$ cat config.mk
export PLATFORM = sky130hd
export DESIGN_NAME = scanline_run_segmenter_pattern_match_flat
export DESIGN_NICKNAME = d
export VERILOG_FILES = /design/src/rtl/core/srsm_pkg.sv /design/src/rtl/core/srsm_ifs.sv /design/src/rtl/core/srsm_cfg.sv /design/src/rtl/core/srsm_seg.sv /design/src/rtl/core/srsm_outq.sv /design/src/rtl/core/scanline_run_segmenter_pattern_match.sv /design/src/flat_wrapper.sv
export SDC_FILE = /design/constraint.sdc
export NUM_CORES = 1
export LEC_CHECK = 0
export BUFFER_PORTS_ARGS = -buffer_cell sky130_fd_sc_hd__buf_2
export CAP_MARGIN = 20
export CORE_UTILIZATION = 62
export CTS_CLUSTER_SIZE = 16
export DETAILED_ROUTE_END_ITERATION = 12
export GPL_TIMING_DRIVEN = 0
export HOLD_SLACK_MARGIN = 0.05
export PLACE_DENSITY = 0.8
export RECOVER_POWER = 100
export SYNTH_ARGS = -nofsm -noshare
export SYNTH_HDL_FRONTEND = slang
export SYNTH_SLANG_ARGS = --single-unit
$ cat constraint.sdc
create_clock -name clk -period 5.34 [get_ports clk]
set_input_delay 1.068 -clock clk [delete_from_list [all_inputs] [get_ports clk]]
set_output_delay 1.068 -clock clk [all_outputs]
set_load 0.05 [all_outputs]
$ cat src/rtl/core/srsm_pkg.sv
// ----------------------------------------------------------------------------
// srsm_pkg - shared types and constants of the scanline run segmenter
// Widths, class and register codes, record structs, classify and pattern
// history update functions.
// ----------------------------------------------------------------------------
package srsm_pkg;

	localparam int LINE_MAX    = 4096;
	localparam int PATTERN_LEN = 5;
	localparam int HIST_DEPTH  = PATTERN_LEN - 1;
	localparam int HIST_IDX_W  = $clog2(HIST_DEPTH);
	localparam int HIST_CNT_W  = $clog2(PATTERN_LEN);
	localparam int IDX_W       = $clog2(LINE_MAX);
	localparam int LEN_W       = IDX_W + 1;
	localparam int PIX_W       = 8;
	localparam int CLS_W       = 2;
	localparam int PAT_W       = CLS_W * PATTERN_LEN;
	localparam int CFG_IDX_W   = 2;
	localparam int CFG_DATA_W  = PAT_W;

	localparam int OUTQ_DEPTH  = 4;
	localparam int OUTQ_PTR_W  = $clog2(OUTQ_DEPTH);
	localparam int OUTQ_CNT_W  = OUTQ_PTR_W + 1;

	localparam logic [PIX_W-1:0] LEVEL_DARK_RST   = 8'd0;
	localparam logic [PIX_W-1:0] LEVEL_MID_RST    = 8'd128;
	localparam logic [PIX_W-1:0] LEVEL_BRIGHT_RST = 8'd255;
	localparam logic [PAT_W-1:0] PATTERN_RST      = 10'd493;

	typedef enum logic [CLS_W-1:0] {
		CLS_NONE   = 2'd0,
		CLS_DARK   = 2'd1,
		CLS_MID    = 2'd2,
		CLS_BRIGHT = 2'd3
	} cls_t;

	typedef enum logic [CFG_IDX_W-1:0] {
		REG_LEVEL_DARK   = 2'd0,
		REG_LEVEL_MID    = 2'd1,
		REG_LEVEL_BRIGHT = 2'd2,
		REG_PATTERN      = 2'd3
	} cfg_reg_t;

	typedef struct packed {
		logic [PIX_W-1:0] level_dark;
		logic [PIX_W-1:0] level_mid;
		logic [PIX_W-1:0] level_bright;
		logic [PAT_W-1:0] pattern;
	} cfg_t;

	typedef struct packed {
		logic [CLS_W-1:0] cls;
		logic [LEN_W-1:0] len;
		logic [IDX_W-1:0] mid;
		logic             last;
		logic             found;
	} rec_t;

	// Up to two records per pixel; r0 always first, r1 only with v1.
	typedef struct packed {
		logic v0;
		logic v1;
		rec_t r0;
		rec_t r1;
	} push_t;

	typedef struct packed {
		logic [HIST_DEPTH-1:0][CLS_W-1:0] h;
		logic [HIST_CNT_W-1:0]            cnt;
		logic                             found;
	} hist_t;

	// Highest class wins when levels coincide.
	function automatic logic [CLS_W-1:0] classify(logic [PIX_W-1:0] v,
			logic [CLS_W-1:0] keep, cfg_t c);
		logic [CLS_W-1:0] r;
		r = keep;
		if (v == c.level_dark)   r = CLS_DARK;
		if (v == c.level_mid)    r = CLS_MID;
		if (v == c.level_bright) r = CLS_BRIGHT;
		return r;
	endfunction

	// Compare history plus newest class against the pattern, then push it.
	function automatic hist_t record_class(hist_t hi, logic [CLS_W-1:0] cls,
			logic [PAT_W-1:0] pat);
		hist_t r;
		logic  match;
		logic  full;
		r     = hi;
		match = 1'b1;
		full  = (hi.cnt >= HIST_CNT_W'(HIST_DEPTH));
		for (int k = 0; k < HIST_DEPTH; k++) begin
			if (hi.h[k] != pat[CLS_W*k +: CLS_W]) match = 1'b0;
		end
		if (cls != pat[CLS_W*HIST_DEPTH +: CLS_W]) match = 1'b0;
		if (full && match) r.found = 1'b1;
		if (full) begin
			for (int k = 0; k < HIST_DEPTH - 1; k++) begin
				r.h[k] = hi.h[k+1];
			end
			r.h[HIST_DEPTH-1] = cls;
		end else begin
			r.h[hi.cnt[HIST_IDX_W-1:0]] = cls;
			r.cnt = hi.cnt + 1'b1;
		end
		return r;
	endfunction

endpackage

$ cat src/rtl/core/srsm_ifs.sv
// ----------------------------------------------------------------------------
// srsm channel interfaces
// Pixel input, run record output and register write channels.
// ----------------------------------------------------------------------------
interface srsm_pix_if;
	import srsm_pkg::*;
	logic             valid;
	logic             ready;
	logic [PIX_W-1:0] pixel_value;
	logic             end_of_line;
	modport source (output valid, pixel_value, end_of_line, input ready);
	modport sink   (input valid, pixel_value, end_of_line, output ready);
endinterface

interface srsm_run_if;
	import srsm_pkg::*;
	logic             valid;
	logic             ready;
	logic [CLS_W-1:0] run_class;
	logic [LEN_W-1:0] run_length;
	logic [IDX_W-1:0] run_midpoint;
	logic             last_of_line;
	logic             pattern_found;
	modport source (output valid, run_class, run_length, run_midpoint, last_of_line,
		pattern_found, input ready);
	modport sink   (input valid, run_class, run_length, run_midpoint, last_of_line,
		pattern_found, output ready);
endinterface

interface srsm_cfg_if;
	import srsm_pkg::*;
	logic                  valid;
	logic                  ready;
	logic [CFG_IDX_W-1:0]  index;
	logic [CFG_DATA_W-1:0] data;
	modport source (output valid, index, data, input ready);
	modport sink   (input valid, index, data, output ready);
endinterface

$ cat src/rtl/core/srsm_cfg.sv
// ----------------------------------------------------------------------------
// srsm_cfg - level and pattern registers
// Always ready; takes every register write word.
// ----------------------------------------------------------------------------
module srsm_cfg (
	input  logic           clk,
	input  logic           arst_n,
	srsm_cfg_if.sink       cfg,
	output srsm_pkg::cfg_t regs
);
	import srsm_pkg::*;

	cfg_t regs_q;

	assign cfg.ready = 1'b1;
	assign regs      = regs_q;

	always_ff @(posedge clk or negedge arst_n) begin
		if (!arst_n) begin
			regs_q.level_dark   <= LEVEL_DARK_RST;
			regs_q.level_mid    <= LEVEL_MID_RST;
			regs_q.level_bright <= LEVEL_BRIGHT_RST;
			regs_q.pattern      <= PATTERN_RST;
		end else if (cfg.valid) begin
			unique case (cfg_reg_t'(cfg.index))
				REG_LEVEL_DARK:   regs_q.level_dark   <= cfg.data[PIX_W-1:0];
				REG_LEVEL_MID:    regs_q.level_mid    <= cfg.data[PIX_W-1:0];
				REG_LEVEL_BRIGHT: regs_q.level_bright <= cfg.data[PIX_W-1:0];
				REG_PATTERN:      regs_q.pattern      <= cfg.data[PAT_W-1:0];
				default:          ;
			endcase
		end
	end

endmodule

$ cat src/rtl/core/srsm_seg.sv
// ----------------------------------------------------------------------------
// srsm_seg - run segmentation core
// Input register, run and pattern state; makes up to two records per pixel.
// ----------------------------------------------------------------------------
module srsm_seg (
	input  logic            clk,
	input  logic            arst_n,
	srsm_pix_if.sink        pix,
	input  srsm_pkg::cfg_t  regs,
	input  logic            room,
	output srsm_pkg::push_t push
);
	import srsm_pkg::*;

	logic             valid_s1;
	logic [PIX_W-1:0] pix_s1;
	logic             eol_s1;

	logic [PIX_W-1:0] prev_q;
	logic [CLS_W-1:0] cls_q;
	logic [LEN_W-1:0] len_q;
	logic [IDX_W-1:0] start_q;
	logic [IDX_W-1:0] idx_q;
	hist_t            hist_q;
	logic             started_q;

	logic             adv;
	logic             chg;
	logic [IDX_W-1:0] nxt;
	logic [CLS_W-1:0] cls_n;
	logic [LEN_W-1:0] len_n;
	logic [IDX_W-1:0] start_n;
	logic [IDX_W-1:0] idx_n;
	hist_t            hist1;
	hist_t            hist2;
	logic [IDX_W:0]   sum0;
	logic [IDX_W:0]   sum1;
	rec_t             rec_closed;
	rec_t             rec_final;

	assign adv       = valid_s1 && room;
	assign pix.ready = !valid_s1 || adv;
	assign chg       = started_q && (pix_s1 != prev_q);
	assign nxt       = (idx_q == IDX_W'(LINE_MAX - 1)) ? idx_q : idx_q + 1'b1;

	always_comb begin
		cls_n   = cls_q;
		len_n   = len_q;
		start_n = start_q;
		idx_n   = idx_q;
		hist1   = hist_q;
		if (!started_q) begin
			cls_n   = classify(pix_s1, CLS_NONE, regs);
			len_n   = LEN_W'(1);
			start_n = '0;
			idx_n   = '0;
		end else begin
			if (chg) begin
				hist1   = record_class(hist_q, cls_q, regs.pattern);
				cls_n   = classify(pix_s1, cls_q, regs);
				len_n   = LEN_W'(1);
				start_n = nxt;
			end else if (len_q < LEN_W'(LINE_MAX)) begin
				len_n = len_q + 1'b1;
			end
			idx_n = nxt;
		end
		hist2 = record_class(hist1, cls_n, regs.pattern);
	end

	assign sum0 = {1'b0, start_q} + {1'b0, idx_q};
	assign sum1 = {1'b0, start_n} + {1'b0, idx_n};

	always_comb begin
		rec_closed.cls   = cls_q;
		rec_closed.len   = len_q;
		rec_closed.mid   = sum0[IDX_W:1];
		rec_closed.last  = 1'b0;
		rec_closed.found = 1'b0;
		rec_final.cls    = cls_n;
		rec_final.len    = len_n;
		rec_final.mid    = sum1[IDX_W:1];
		rec_final.last   = 1'b1;
		rec_final.found  = hist2.found;
		push.v0 = adv && (chg || eol_s1);
		push.v1 = adv && chg && eol_s1;
		push.r0 = chg ? rec_closed : rec_final;
		push.r1 = rec_final;
	end

	always_ff @(posedge clk or negedge arst_n) begin
		if (!arst_n) begin
			valid_s1 <= 1'b0;
		end else if (pix.ready) begin
			valid_s1 <= pix.valid;
		end
	end

	always_ff @(posedge clk) begin
		if (pix.ready && pix.valid) begin
			pix_s1 <= pix.pixel_value;
			eol_s1 <= pix.end_of_line;
		end
	end

	always_ff @(posedge clk or negedge arst_n) begin
		if (!arst_n) begin
			prev_q    <= '0;
			cls_q     <= '0;
			len_q     <= '0;
			start_q   <= '0;
			idx_q     <= '0;
			hist_q    <= '0;
			started_q <= 1'b0;
		end else if (adv) begin
			if (eol_s1) begin
				prev_q    <= '0;
				cls_q     <= '0;
				len_q     <= '0;
				start_q   <= '0;
				idx_q     <= '0;
				hist_q    <= '0;
				started_q <= 1'b0;
			end else begin
				prev_q    <= pix_s1;
				cls_q     <= cls_n;
				len_q     <= len_n;
				start_q   <= start_n;
				idx_q     <= idx_n;
				hist_q    <= hist1;
				started_q <= 1'b1;
			end
		end
	end

endmodule

$ cat src/rtl/core/srsm_outq.sv
// ----------------------------------------------------------------------------
// srsm_outq - run record queue
// Four-entry register queue; takes up to two records a cycle while room is high, gives one.
// ----------------------------------------------------------------------------
module srsm_outq (
	input  logic            clk,
	input  logic            arst_n,
	input  srsm_pkg::push_t push,
	output logic            room,
	srsm_run_if.source      run
);
	import srsm_pkg::*;

	rec_t                  mem_q [OUTQ_DEPTH];
	logic [OUTQ_PTR_W-1:0] wr_q;
	logic [OUTQ_PTR_W-1:0] rd_q;
	logic [OUTQ_CNT_W-1:0] cnt_q;
	logic [OUTQ_PTR_W-1:0] wr1;
	logic                  pop;
	rec_t                  head;

	assign wr1  = wr_q + 1'b1;
	assign pop  = run.valid && run.ready;
	assign room = (cnt_q <= OUTQ_CNT_W'(OUTQ_DEPTH - 2));
	assign head = mem_q[rd_q];

	assign run.valid         = (cnt_q != '0);
	assign run.run_class     = head.cls;
	assign run.run_length    = head.len;
	assign run.run_midpoint  = head.mid;
	assign run.last_of_line  = head.last;
	assign run.pattern_found = head.found;

	always_ff @(posedge clk) begin
		if (push.v0) mem_q[wr_q] <= push.r0;
		if (push.v1) mem_q[wr1]  <= push.r1;
	end

	always_ff @(posedge clk or negedge arst_n) begin
		if (!arst_n) begin
			wr_q  <= '0;
			rd_q  <= '0;
			cnt_q <= '0;
		end else begin
			wr_q  <= wr_q + OUTQ_PTR_W'(push.v0) + OUTQ_PTR_W'(push.v1);
			rd_q  <= rd_q + OUTQ_PTR_W'(pop);
			cnt_q <= cnt_q + OUTQ_CNT_W'(push.v0) + OUTQ_CNT_W'(push.v1)
				- OUTQ_CNT_W'(pop);
		end
	end

endmodule

$ cat src/rtl/core/scanline_run_segmenter_pattern_match.sv
// ----------------------------------------------------------------------------
// scanline_run_segmenter_pattern_match - scanline run segmenter top level
// Splits scanlines into runs of equal pixel value and searches run classes
// for a five-class pattern.
// ----------------------------------------------------------------------------
// Usage:
//   pix  - one pixel word per transfer (pixel_value, end_of_line); the word
//          that carries end_of_line closes the line.
//   run  - run record words: class, length, floor midpoint, last_of_line and,
//          on the last record only, pattern_found for the whole line.
//   cfg  - register writes (0 dark, 1 mid, 2 bright level, 3 pattern word);
//          always ready, issue only while no pixel is in flight.
//   Path: a taken pixel waits in the input register until the output queue
//   has room; its records are written into the queue as it leaves that
//   register, and run shows them from the queue head.
//   Throughput: one pixel per cycle while the output queue has room. A value
//   change on the end-of-line pixel gives two records, and the single output
//   port then sets the pace for that pixel.
//   Stall: the four-entry output queue holds records while run.ready is low;
//   once fewer than two entries are free, hold the word in the input
//   register, and pix.ready drops while that register is occupied and held.
//   Reset: levels return to 0/128/255, pattern to 493, all line state
//   cleared, input register and output queue empty.
// ----------------------------------------------------------------------------
module scanline_run_segmenter_pattern_match (
	input  logic       clk,
	input  logic       arst_n,
	srsm_pix_if.sink   pix,
	srsm_run_if.source run,
	srsm_cfg_if.sink   cfg
);
	import srsm_pkg::*;

	cfg_t  regs;
	push_t push;
	logic  room;

	// Hold levels and pattern word.
	srsm_cfg u_cfg (
		.clk    (clk),
		.arst_n (arst_n),
		.cfg    (cfg),
		.regs   (regs)
	);

	// Classify, close runs, advance pattern history.
	srsm_seg u_seg (
		.clk    (clk),
		.arst_n (arst_n),
		.pix    (pix),
		.regs   (regs),
		.room   (room),
		.push   (push)
	);

	// Queue records towards the sink.
	srsm_outq u_outq (
		.clk    (clk),
		.arst_n (arst_n),
		.push   (push),
		.room   (room),
		.run    (run)
	);

endmodule

$ cat src/flat_wrapper.sv
// flat-port wrapper written by rule: the top's interface ports become plain ports
module scanline_run_segmenter_pattern_match_flat import srsm_pkg::*;
  (clk, arst_n, pix_valid, pix_pixel_value, pix_end_of_line, pix_ready, run_valid, run_run_class, run_run_length, run_run_midpoint, run_last_of_line, run_pattern_found, run_ready, cfg_valid, cfg_index, cfg_data, cfg_ready);
  srsm_pix_if pix_i ();
  srsm_run_if run_i ();
  srsm_cfg_if cfg_i ();
  input  logic clk;
  input  logic arst_n;
  input wire logic [$bits(pix_i.valid)-1:0] pix_valid;
  input wire logic [$bits(pix_i.pixel_value)-1:0] pix_pixel_value;
  input wire logic [$bits(pix_i.end_of_line)-1:0] pix_end_of_line;
  output wire logic [$bits(pix_i.ready)-1:0] pix_ready;
  output wire logic [$bits(run_i.valid)-1:0] run_valid;
  output wire logic [$bits(run_i.run_class)-1:0] run_run_class;
  output wire logic [$bits(run_i.run_length)-1:0] run_run_length;
  output wire logic [$bits(run_i.run_midpoint)-1:0] run_run_midpoint;
  output wire logic [$bits(run_i.last_of_line)-1:0] run_last_of_line;
  output wire logic [$bits(run_i.pattern_found)-1:0] run_pattern_found;
  input wire logic [$bits(run_i.ready)-1:0] run_ready;
  input wire logic [$bits(cfg_i.valid)-1:0] cfg_valid;
  input wire logic [$bits(cfg_i.index)-1:0] cfg_index;
  input wire logic [$bits(cfg_i.data)-1:0] cfg_data;
  output wire logic [$bits(cfg_i.ready)-1:0] cfg_ready;
  assign pix_i.valid = pix_valid;
  assign pix_i.pixel_value = pix_pixel_value;
  assign pix_i.end_of_line = pix_end_of_line;
  assign pix_ready = pix_i.ready;
  assign run_valid = run_i.valid;
  assign run_run_class = run_i.run_class;
  assign run_run_length = run_i.run_length;
  assign run_run_midpoint = run_i.run_midpoint;
  assign run_last_of_line = run_i.last_of_line;
  assign run_pattern_found = run_i.pattern_found;
  assign run_i.ready = run_ready;
  assign cfg_i.valid = cfg_valid;
  assign cfg_i.index = cfg_index;
  assign cfg_i.data = cfg_data;
  assign cfg_ready = cfg_i.ready;
  scanline_run_segmenter_pattern_match u_core (.clk(clk), .arst_n(arst_n), .pix(pix_i), .run(run_i), .cfg(cfg_i));
endmodule
; Word-level counts from Yosys, hierarchy flattened
; Memory sizes are Yosys's and may differ from the RTL's.
; Cells that the tools add are included.
[word_totals]
regBits = 111
mem_bits_rw = 116
word_cells = 126
n_memories = 1
[mem_list]
columns = name, depth, width, read_ports, rd_clocked_by_memory_dff, wr, line
row1 = u_core.u_outq.mem_q, 4, 29, 1, 0, 2, srsm_outq.sv:14  ; rec_t mem_q [OUTQ_DEPTH];
[classes]
n_addsub = 12
magnitude_cmp = 6
n_eq_ne = 18
mux = 48
n_reduce_logical = 19
[op_table]
columns = cell, n
row1 = two-way mux 12 bit, 9
row2 = two-way mux 13 bit, 4
row3 = two-way mux 29 bit, 1
row4 = adder 12 x 12 -> 13 bit, 2
row5 = equality test 8 bit, 3
row6 = two-way mux 1 bit, 20
row7 = inequality test 2 bit, 10
row8 = two-way mux 2 bit, 9
row9 = two-way mux 8 bit, 2
row10 = adder 13 x 1 -> 13 bit (second input constant), 1
row11 = < comparator 13 bit (second input constant), 1
row12 = adder 12 x 1 -> 12 bit (second input constant), 1
row13 = equality test 12 bit (second input constant), 1
row14 = logical AND 1 bit, 10
row15 = bitwise mux 8 bit, 1
row16 = inequality test 8 bit, 1
row17 = AND reduction 2 bit, 4
row18 = adder 2 x 1 -> 2 bit, 3
row19 = adder 3 x 1 -> 3 bit, 2
row20 = >= comparator 3 bit (second input constant), 2
row21 = demux 2 bit (select 2 bit), 1
row22 = equality test 2 bit (second input constant), 2
row23 = adder 3 x 1 -> 3 bit (second input constant), 1
row24 = less-or-equal comparator 3 x 2 -> 1 bit (second input constant), 1
row25 = 10 further kinds, 11

; Longest topological paths before layout
; Gate-level depths: netlist of run 1.
[logic_depth]
word_depth = 21
depth_mapped = 16

; Cells and area by module
; A second synthesis of run 1 with hierarchy kept.
[unflattened]
cells_unflattened = 1090
area_unflattened_um2 = 13220.2
[by_module_without_submodules]
columns = mod, n_inst, cells_each, area_per_inst_um2
row1 = srsm_outq, 1, 316, 5983.2
row2 = srsm_seg, 1, 700, 5920.7
row3 = srsm_cfg, 1, 74, 1316.3

; Worst setup path after synthesis of run 1
; No wires, ideal clock.
[synth_path]
path_kind = register -> register
startpoint = register u_core.u_seg.idx_q[1]
endpoint = memory u_core.u_outq.mem_q[3][11] in the netlist's numbering, data pin
arrival_ps = 3525
required_time_ps = 5063
setup_slack_ps = 1538
stages_incl_launch_ff = 16
path_buffers = 1
period_less_slack_ps = 3802
path_cell_list = dfrtp_1 > ha_1 > nand4_4 > or3_1 > clkbuf_1 > nand2_1 > xor2_1 > a211oi_1 > ha_1 > a21o_1 > a21oi_1 > o21ai_0 > a41oi_1 > xnor2_1 > or3_1 > o221ai_1
[synth_lines]
columns = item, line
row1 = from (decl), srsm_seg.sv:23  ; logic [IDX_W-1:0] idx_q;
row2 = from (signal assigned), srsm_seg.sv:129  ; idx_q <= idx_n;
row3 = to (decl), srsm_outq.sv:14

==> flow_summary.json, run 1 <==
{
  "worst_pin_slew_ns": 2.79,
  "clock_sinks": 227,
  "cp_num_cells": 15,
  "drc": 0,
  "place_congestion": 0.943,
  "finClkSkew_ns": 0.0203,
  "fill_cells": 1500,
  "synth_top_family_by_area": "compound AO/OA/AOI/OAI gates",
  "path_buf_inv": 1,
  "drt_iter0_drc": 1239,
  "yosys.area.top_type_share_pct": 28.1,
  "timing.rr.start": "u_core.u_seg.idx_q[0]",
  "cpMaxStageDelayCell": "dfrtp_1",
  "cp_top_family": "compound AO/OA/AOI/OAI gates",
  "worstSetupPathType": "register to register",
  "antenna_left": 0,
  "avgSynthCellArea_um2": 10.7,
  "setup_violations": 0,
  "pre_cts_ws_ns": 0.868,
  "clockRootBuffer": "clkbuf_16",
  "row_count": 52,
  "hold_slack_ns": 0.501,
  "maxSlewViolCount": 61,
  "end_kind": "register",
  "fin_tns_setup_ns": 0,
  "startpoint_type": "register",
  "vias": 10421,
  "worstSetupEndpoint": "u_core.u_outq.mem_q[1][7]",
  "cts.clk_slew.worst_paths_ns": 0.06,
  "synthMuxAreaShare_pct": 9.86,
  "dp_hpwl_mm": 24.9,
  "switchingPower_mw": 2.95,
  "routed.top_layer": "met4",
  "routed_via_density": 6.57,
  "clk_latency_ns": 0.53,
  "required_ns": 5.57,
  "yosysSeqAreaShare_pct": 48.6,
  "synth_compound_area_share_pct": 15.9,
  "antenna_found_initial": 0,
  "overflow": 0,
  "h-tree-depth": 1,
  "fmaxAchievable_mhz": 211,
  "async_flop_share_pct": 44.9,
  "antennaDiodeCount": 0,
  "synth_enable_flop_cells": 121,
  "synthXorXnorAreaFrac_pct": 4.95,
  "synth_area_um2": 12900,
  "setup.worst_path.start": "u_core.u_seg.idx_q[0]",
  "fp.dieArea_um2": 21400,
  "power_mw": 6.94,
  "wl_mm": 34.7,
  "rr_endpoint": "u_core.u_outq.mem_q[1][7]",
  "leakagePower_nw": 5.22,
  "multiInputGateArea_um2": 6180,
  "fin_crit_sh_pct": 88.6,
  "rsz0062_at_grt": "false",
  "hold_path.class": "register to register",
  "powerDensity_nw_per_um2": 487,
  "initial_core_util_pct": 63.5,
  "ys_types": 75,
  "wl_met3_mm": 3.08,
  "io_buffer_count": 56,
  "grt_usage_pct": 32.9,
  "drive_gt1_share_pct": 12.2,
  "ys_seq_elements": 227,
  "ys.flop_type": "edfxtp_1",
  "nets": 1361,
  "grt_pass1_wl_mm": 54.8,
  "drt-pass1-iter-count": 5,
  "grt_start_max_net_pins": 55,
  "yosysWarnings": 0,
  "p_int_mw": 3.99,
  "grt_pass1_vias": 10104,
  "maxCapViolCount": 2,
  "p_seq_share_pct": 35.1,
  "r2r_slack_ns": 0.61,
  "cts_buffers": 24,
  "register_area_um2": 6290,
  "dr_wl_met2_mm": 16.1,
  "fin_crit_ns": 4.73,
  "cp_max_fo": 10,
  "slew_headroom_pct": -86.3,
  "cts_hold_buffers": 0,
  "synthSimpleGateAreaFrac_pct": 13.6,
  "crit_path_cell_trace": "ha_1 -> nand4_1 -> or3_1 -> clkbuf_1 -> nand2_1 -> xor2_1 -> a211oi_1 -> ha_1 -> a21o_1 -> a21oi_1 -> o21bai_1 -> a21oi_1 -> xor2_1 -> mux2_1 -> o22ai_1",
  "cts_tree": "built",
  "clockBufferDepth": 3,
  "synth_top_area_cell": "edfxtp_1",
  "core_area_um2": 20400,
  "min_path_cells": 2,
  "syn2layout_area_growth_pct": 10.2,
  "ioPinCount": 58,
  "swShare_pct": 42.5,
  "synthAdderAreaFrac_pct": 3.78,
  "fin_ws_ns": 0.611,
  "combPwrFrac_pct": 41.4,
  "synth_nets": 1273,
  "ir_worst_vdd_v": 0.000386,
  "rr_worst_depth": 15,
  "postCtsSetupBuffers": 0,
  "critPathMaxStageDelay_ns": 0.49,
  "cts_resized": 0,
  "wl_per_cell_um": 21.8,
  "clkPwrFrac_pct": 23.4,
  "die_x_um": 146,
  "die_h_um": 146,
  "finalHoldViolCount": 0,
  "outcome": "complete, but fails checks",
  "final_util_pct": 70.0,
  "synthCells": 1211,
  "wl_met1_mm": 14.4,
  "critPathArrivalTime_ns": 4.96,
  "violations": "capacitance limit, slew limit",
  "synth_area_leaders": "edfxtp_1, dfrtp_1, mux4_2"
}
## worst register-to-register path: cells and delay by family, from the launching register on
family | cells | cell delay (ns)
and+or+nand+nor | 3 | 0.97
adders and majority gates | 2 | 0.63
buffers and inverters | 1 | 0.22
DFF | 1 | 0.49
AOI/OAI and AO/OA | 6 | 1.29
muxes | 1 | 0.33
xor gates and xnor gates | 2 | 0.53
## power groups by stage
stage,sequential (mW),combinational [mW],clock (mW)
after floorplan,2.39,2.13,0
after global placement,2.44,2.81,0
after detailed placement,2.45,2.92,0
after CTS,2.43,2.94,1.63
after global routing,2.47,3.05,1.70
final,2.44,2.88,1.63
## worst min path at each step
stage                                 from                     end  slack (ns)
floorplan           u_core.u_seg.prev_q[0]  u_core.u_seg.prev_q[0]        0.47
global placement    u_core.u_seg.prev_q[1]  u_core.u_seg.prev_q[1]        0.48
detailed placement  u_core.u_seg.prev_q[1]  u_core.u_seg.prev_q[1]        0.49
CTS                 u_core.u_seg.prev_q[1]  u_core.u_seg.prev_q[1]        0.50
global route        u_core.u_seg.prev_q[2]  u_core.u_seg.prev_q[2]        0.53
finish              u_core.u_seg.prev_q[1]  u_core.u_seg.prev_q[1]        0.50
## cell type report
cell class | instances | area share, %
flip-flops and latches | 227 | 44.1
multi-input cells | 877 | 43.4
clock buffers | 30 | 4.44
well taps | 270 | 2.37
plain buffers | 77 | 2.16
repair buffers | 62 | 1.84
clock inverters | 14 | 0.922
inverters | 30 | 0.790
## state kept, by name, summed over array words and instances (netlist names)
signal and cells:
u_core.u_cfg.regs 34, u_core.u_outq.cnt_q 3, u_core.u_outq.mem_q 116, u_core.u_outq.rd_q 2, u_core.u_outq.wr_q 2, u_core.u_seg.cls_q 2, u_core.u_seg.eol_s1 1, u_core.u_seg.hist_q 12
u_core.u_seg.idx_q 12, u_core.u_seg.len_q 13, u_core.u_seg.pix_s1 8, u_core.u_seg.prev_q 8, u_core.u_seg.start_q 12, u_core.u_seg.started_q 1, u_core.u_seg.valid_s1 1
## layer usage
metal / vias up / GRT usage, %
met4: 0 / 11.5
met2: 612 / 52.2
met3: 105 / 4.66
met1: 5028 / 46.6
li1: 4676 / -
met5: - / 0
## cell usage in the layout, fill, tap and decap left out, types with 5 or more instances in the layout
cell	count
dfstp_2	16
nor2_1	81
nand3_1	65
mux2_2	38
clkbuf_1	110
clkbuf_16	24
mux2i_1	16
inv_1	30
or3_1	8
xnor2_1	39
mux4_2	29
fa_1	5
xor2_1	34
edfxtp_1	121
buf_2	29
a31oi_1	9
and3_1	6
nand2_1	109
a21o_1	9
nor2b_1	8
a211oi_1	9
a22oi_1	7
ha_1	31
nand2b_1	22
a21oi_1	76
a22o_1	14
o21ai_0	82
dfrtp_1	86
nor3_1	13
nor4_1	7
o211ai_1	11
nand4_1	10
o21a_1	5
and2_1	17
o22ai_1	39
o31ai_1	13
clkinv_2	5
## metrics by stage
stage | cells | area, um2
2_1_floorplan | 1211 | 12900
3_3_place_gp | 1537 | 13500
3_5_place_dp | 1543 | 13700
4_1_cts | 1587 | 14500
5_1_grt | 1587 | 14200
6_report | 1587 | 14200
## cells in the mapped netlist, drive strengths merged, types with 17 or more instances
master and count:
edfxtp 121, xor2 34, o21ai 83, a21oi 77, inv 30, mux2 41, mux4 29, nand3 65
ha 31, and2 20, nand2b 22, buf 17, dfrtp 86, nor2 81, o22ai 40, nand2 109
clkbuf 60, xnor2 39
## cells by family (layout without fill, tap and decap cells)
| kind of cell | after synthesis | after routing |
|---|---|---|
| AO/OA/AOI/OAI | 317 | 317 |
| XOR/XNOR | 73 | 73 |
| adder cells (fa/ha/maj) | 36 | 36 |
| buffers and inverters | 107 | 213 |
| flip-flops | 227 | 227 |
| multiplexers | 86 | 86 |
| other | 1 | 1 |
| AND/OR/NAND/NOR | 364 | 364 |
No activity file was read; power rests on OpenSTA's default activity.
==> inputs of run 2 (changes only) <==
Settings changed: ABC_AREA set to 1.
==> flow_summary.json, run 2 <==
{
  "outcome": "complete, but fails checks",
  "violations": "capacitance limit, slew limit",
  "clockRootBuffer": "clkbuf_16",
  "h-tree-depth": 1,
  "grt_pass1_wl_mm": 55.4,
  "swShare_pct": 45.4,
  "grt_start_max_net_pins": 53,
  "worst_pin_slew_ns": 2.91,
  "critPathMaxStageDelay_ns": 0.45,
  "startpoint_type": "register",
  "cts_hold_buffers": 0,
  "synth_area_leaders": "edfxtp_1, dfrtp_1, nand2_1",
  "clock_sinks": 227,
  "initial_core_util_pct": 63.4,
  "cts_tree": "built",
  "cts.clk_slew.worst_paths_ns": 0.06,
  "ioPinCount": 58,
  "rsz0062_at_grt": "false",
  "core_area_um2": 20200,
  "syn2layout_area_growth_pct": 9.81,
  "grt_usage_pct": 32.9,
  "finalHoldViolCount": 0,
  "yosys.area.top_type_share_pct": 28.3,
  "die_x_um": 146,
  "largest_reg_flops": 116,
  "power_mw": 6.95,
  "cts_buffers": 24,
  "switchingPower_mw": 3.16,
  "vias": 11168,
  "combPwrFrac_pct": 42.7,
  "fin_crit_sh_pct": 87.4,
  "final_common_cell": "nand2_1",
  "required_ns": 5.62,
  "antenna_left": 0,
  "path_buf_inv": 4,
  "ys_seq_elements": 227,
  "crit_path_cell_trace": "inv_1 -> nand2_1 -> nand2_1 -> nand2_1 -> nor2_1 -> nand2_1 -> nand2_8 -> clkinvlp_2 -> clkbuf_1 -> o22ai_1 -> inv_1 -> ha_1 -> a21oi_1 -> o21ai_0 -> a221oi_1 -> nand2_1 -> nand2_1 -> nand2_1 -> nand2_2 -> nand2_1 -> nand2_1 -> nand2_1",
  "fin_crit_ns": 4.67,
  "drt_iter0_drc": 1164,
  "avgSynthCellArea_um2": 8.41,
  "routed_via_density": 5.88,
  "die_h_um": 146,
  "hold_path.class": "register to register",
  "cts_resized": 0,
  "wl_mm": 34.7,
  "slew_headroom_pct": -94.1,
  "maxSlewViolCount": 52,
  "fill_cells": 1649,
  "synth_nets": 1587,
  "end_kind": "register",
  "multiInputGateArea_um2": 5490,
  "regMostFlops": "u_core.u_outq.mem_q",
  "p_seq_share_pct": 34.2,
  "ir_worst_vdd_v": 0.000310,
  "synth_enable_flop_cells": 121,
  "antenna_found_initial": 0,
  "register_area_um2": 6290,
  "nets": 1674,
  "synthCells": 1525,
  "critPathArrivalTime_ns": 4.94,
  "powerDensity_nw_per_um2": 494,
  "synth_area_um2": 12800,
  "clkPwrFrac_pct": 23.2,
  "layout_common_cells": "nand2_1, o21ai_0, nor2_1, inv_1, edfxtp_1",
  "ys.flop_type": "edfxtp_1",
  "grt_pass1_vias": 10721,
  "fmaxAchievable_mhz": 214,
  "async_flop_share_pct": 44.9,
  "io_buffer_count": 56,
  "place_congestion": 1.00,
  "leakagePower_nw": 5.93,
  "cp_top_family": "simple AND/OR/NAND/NOR gates",
  "synth_commonest_cells": "nand2_1, o21ai_0, nor2_1",
  "r2r_slack_ns": 0.67,
  "postCtsSetupBuffers": 0,
  "overflow": 0,
  "clockBufferDepth": 3,
  "yosysWarnings": 0,
  "synth.most_common_cell": "nand2_1",
  "drt-pass1-iter-count": 8,
  "wl_per_cell_um": 18.2,
  "clk_latency_ns": 0.53,
  "antennaDiodeCount": 0,
  "yosysSeqAreaShare_pct": 49.0,
  "maxCapViolCount": 1,
  "ys_types": 62,
  "cp_max_fo": 10,
  "setup_violations": 0,
  "fin_tns_setup_ns": 0,
  "crit_path_frequent_cell": "nand2_1",
  "worstSetupPathType": "register to register",
  "finClkSkew_ns": 0.0127,
  "fp.dieArea_um2": 21300,
  "p_int_mw": 3.79,
  "drive_gt1_share_pct": 7.85,
  "row_count": 52,
  "cpMaxStageDelayCell": "edfxtp_1",
  "synth_top_area_cell": "edfxtp_1",
  "dp_hpwl_mm": 25.1,
  "drc": 0
}
run 2: kinds of logic after synthesis:
group,share of synthesized area [%]
DFF,49.0
adders and majority gates,3.81
muxes,0.0781
other,0.0292
and+or+nand+nor,20.7
xor gates and xnor gates,2.84
AOI/OAI and AO/OA,15.7
buffers and inverters,7.82
run 2: per-layer routing:
layer  global-route usage [%]  up-vias  routed length (um)
li1                         -     5312                   -
met1                     44.9     5260               14300
met2                     55.2      516               16500
met3                     3.95       80                2920
met4                     10.4        0                 886
met5                        0        -                   0
run 2: layout make-up:
type / count / area share (%)
Buffer: 65 / 2.12
Clock buffer: 32 / 4.62
Clock inverter: 12 / 0.747
Inverter: 174 / 4.66
Multi-Input combinational cell: 1059 / 39.0
Sequential cell: 227 / 44.6
Tap cell: 270 / 2.40
Timing Repair Buffer: 61 / 1.82
run 2: power groups by stage:
| stage | Clock (mW) | Combinational (mW) | Sequential (mW) |
|---|---|---|---|
| 4_1_cts | 1.61 | 3.05 | 2.37 |
| 3_5_place_dp | 0 | 3.03 | 2.40 |
| 5_1_grt | 1.67 | 3.21 | 2.41 |
| 6_report | 1.61 | 2.97 | 2.37 |
| 3_3_place_gp | 0 | 2.95 | 2.39 |
| 2_1_floorplan | 0 | 2.19 | 2.35 |
run 2: worst paths after layout:
path,from,endpoint,depth (start not counted)
setup reg to reg,u_core.u_seg.pix_s1[0],u_core.u_outq.mem_q[3][12],22
max in group asynchronous,arst_n,u_core.u_cfg.regs[26],2
hold / removal,u_core.u_outq.mem_q[3][1],u_core.u_outq.mem_q[3][1],2
hold reg to reg,u_core.u_outq.mem_q[3][1],u_core.u_outq.mem_q[3][1],2
min in group asynchronous,arst_n,u_core.u_outq.cnt_q[2],1
setup / recovery,u_core.u_seg.pix_s1[0],u_core.u_outq.mem_q[3][12],22
run 2: through the flow:
step | setup slack, ns | cell area [um2] | cells | hold slack, ns | utilization, %
finish | 0.673 | 14100 | 1900 | 0.462 | 69.6
global route | 0.393 | 14100 | 1900 | 0.467 | 69.6
CTS | 1.07 | 14300 | 1899 | 0.455 | 70.6
detailed placement | 1.09 | 13500 | 1855 | 0.445 | 66.9
global placement | 1.15 | 13400 | 1851 | 0.439 | 66.4
floorplan | 2.09 | 12800 | 1525 | 0.421 | -
run 2: tightest hold or removal path, delay by kind of cell (launching register included):
kind          cells  cell delay [ns]
flops             1             0.32
simple gates      2             0.10
==> inputs of run 3 (changes only) <==
Settings changed: REMOVE_ABC_BUFFERS set to 1.
==> flow_summary.json, run 3 (same netlist as run 2, synthesis figures left out) <==
{
  "worst_pin_slew_ns": 2.09,
  "layout_common_cells": "nand2_1, o21ai_0, nor2_1, inv_1, edfxtp_1",
  "clockBufferDepth": 3,
  "h-tree-depth": 1,
  "drive_gt1_share_pct": 7.83,
  "ioPinCount": 58,
  "setup_violations": 0,
  "powerDensity_nw_per_um2": 499,
  "grt_pass1_vias": 10438,
  "r2r_slack_ns": 0.37,
  "rr_endpoint": "u_core.u_outq.mem_q[2][23]",
  "end_kind": "register",
  "setup.worst_path.start": "u_core.u_outq.cnt_q[1]",
  "grt_usage_pct": 30.9,
  "place_congestion": 0.925,
  "grt_start_max_net_pins": 67,
  "regMostFlops": "u_core.u_outq.mem_q",
  "clockRootBuffer": "clkbuf_16",
  "multiInputGateArea_um2": 5500,
  "wl_mm": 32.6,
  "violations": "capacitance limit, slew limit",
  "fin_crit_ns": 4.97,
  "syn2layout_area_growth_pct": 8.97,
  "routed_via_density": 5.95,
  "hold_path.class": "register to register",
  "die_h_um": 146,
  "fmaxAchievable_mhz": 201,
  "drc": 0,
  "dp_hpwl_mm": 21.7,
  "required_ns": 5.64,
  "leakagePower_nw": 5.92,
  "clk_latency_ns": 0.54,
  "worstSetupEndpoint": "u_core.u_outq.mem_q[2][23]",
  "nets": 1613,
  "maxCapViolCount": 2,
  "register_area_um2": 6290,
  "core_area_um2": 20200,
  "finClkSkew_ns": 0.0226,
  "critPathArrivalTime_ns": 5.27,
  "pre_cts_ws_ns": 0.811,
  "rsz0062_at_grt": "false",
  "outcome": "complete, but fails checks",
  "fin_crit_sh_pct": 93.2,
  "postCtsSetupBuffers": 0,
  "finalHoldViolCount": 0,
  "antenna_left": 0,
  "die_x_um": 146,
  "startpoint_type": "register",
  "fin_ws_ns": 0.365,
  "fill_cells": 1651,
  "rr_worst_depth": 12,
  "cts_buffers": 25,
  "maxSlewViolCount": 105,
  "grt_pass1_wl_mm": 52.8,
  "slew_headroom_pct": -39.0,
  "cts_resized": 0,
  "timing.rr.start": "u_core.u_outq.cnt_q[1]",
  "initial_core_util_pct": 63.4,
  "vias": 10957,
  "drt-pass1-iter-count": 8,
  "largest_reg_flops": 116,
  "antennaDiodeCount": 0,
  "row_count": 52,
  "wl_per_cell_um": 17.7,
  "cts.clk_slew.worst_paths_ns": 0.06,
  "cts_hold_buffers": 0,
  "final_common_cell": "nand2_1",
  "io_buffer_count": 56,
  "fp.dieArea_um2": 21300,
  "worstSetupPathType": "register to register",
  "overflow": 0,
  "cp_max_fo": 54,
  "clock_sinks": 227,
  "ir_worst_vdd_v": 0.000325,
  "fin_tns_setup_ns": 0,
  "cts_tree": "built",
  "antenna_found_initial": 0,
  "drt_iter0_drc": 1233
}
## run 3: cell types whose count changed in the layout (fill, tap and decap cells not counted), sizes merged
cell	change
clkbuf	-47
bufinv	+3
buf	-11
inv	+4
clkinvlp	-4
clkinv	-5
## run 3: layout make-up
cell class	instances	share of cell area, %
Clock buffer	36	4.77
Clock inverter	10	1.19
Inverter	174	4.72
Multi-Input combinational cell	1059	39.4
Sequential cell	227	45.0
Tap cell	270	2.42
Timing Repair Buffer	64	2.54
## run 3: through the flow
| step | power [mW] | area [um2] | std cells | util [%] | hold WS, ns |
|---|---|---|---|---|---|
| 3_3_place_gp | 5.11 | 13100 | 1786 | 64.7 | 0.435 |
| 6_report | 6.98 | 14000 | 1840 | 69.0 | 0.457 |
| 3_5_place_dp | 5.28 | 13300 | 1794 | 65.6 | 0.441 |
| 5_1_grt | 7.30 | 14000 | 1840 | 69.0 | 0.479 |
| 4_1_cts | 7.05 | 14100 | 1840 | 69.7 | 0.455 |
| 2_1_floorplan | 4.41 | 12500 | 1460 | - | 0.421 |
## run 3: how the worst min path moves through the flow
| stage | start | end | slack, ns | cells after the start |
|---|---|---|---|---|
| floorplan | u_core.u_outq.mem_q[2][1] | u_core.u_outq.mem_q[2][1] | 0.42 | 2 |
| global placement | u_core.u_outq.mem_q[1][1] | u_core.u_outq.mem_q[1][1] | 0.44 | 2 |
| detailed placement | u_core.u_outq.mem_q[1][1] | u_core.u_outq.mem_q[1][1] | 0.44 | 2 |
| CTS | u_core.u_outq.mem_q[2][1] | u_core.u_outq.mem_q[2][1] | 0.46 | 2 |
| global route | u_core.u_outq.mem_q[2][1] | u_core.u_outq.mem_q[2][1] | 0.48 | 2 |
| finish | u_core.u_outq.mem_q[2][1] | u_core.u_outq.mem_q[2][1] | 0.46 | 2 |
## run 3: power by group
| part | internal [mW] | leakage [nW] | switching (mW) |
|---|---|---|---|
| Combinational | 0.661 | 3.05 | 2.10 |
| Sequential | 2.19 | 2.47 | 0.246 |
| Clock | 1.07 | 0.403 | 0.707 |
| Total | 3.92 | 5.92 | 3.06 |
## run 3: worst max-delay path, cell delays in order, from the launching register on
cell and delay (ns):
dfrtp_1 0.34, inv_1 0.09, ha_1 0.24, o21ai_2 0.58, clkbuf_1 0.54, inv_2 0.57
o21ai_4 0.22, inv_1 0.12, nand2_1 0.67, inv_2 0.29, nor2_1 0.30, inv_1 0.43
buf_8 0.31
## run 3: per-layer routing
metal	routed length, um	global-route usage (%)	up-vias
met4	834	10.2	0
li1	-	-	5194
met5	0	0	-
met3	2430	3.32	71
met1	13300	40.8	5195
met2	16000	53.6	497
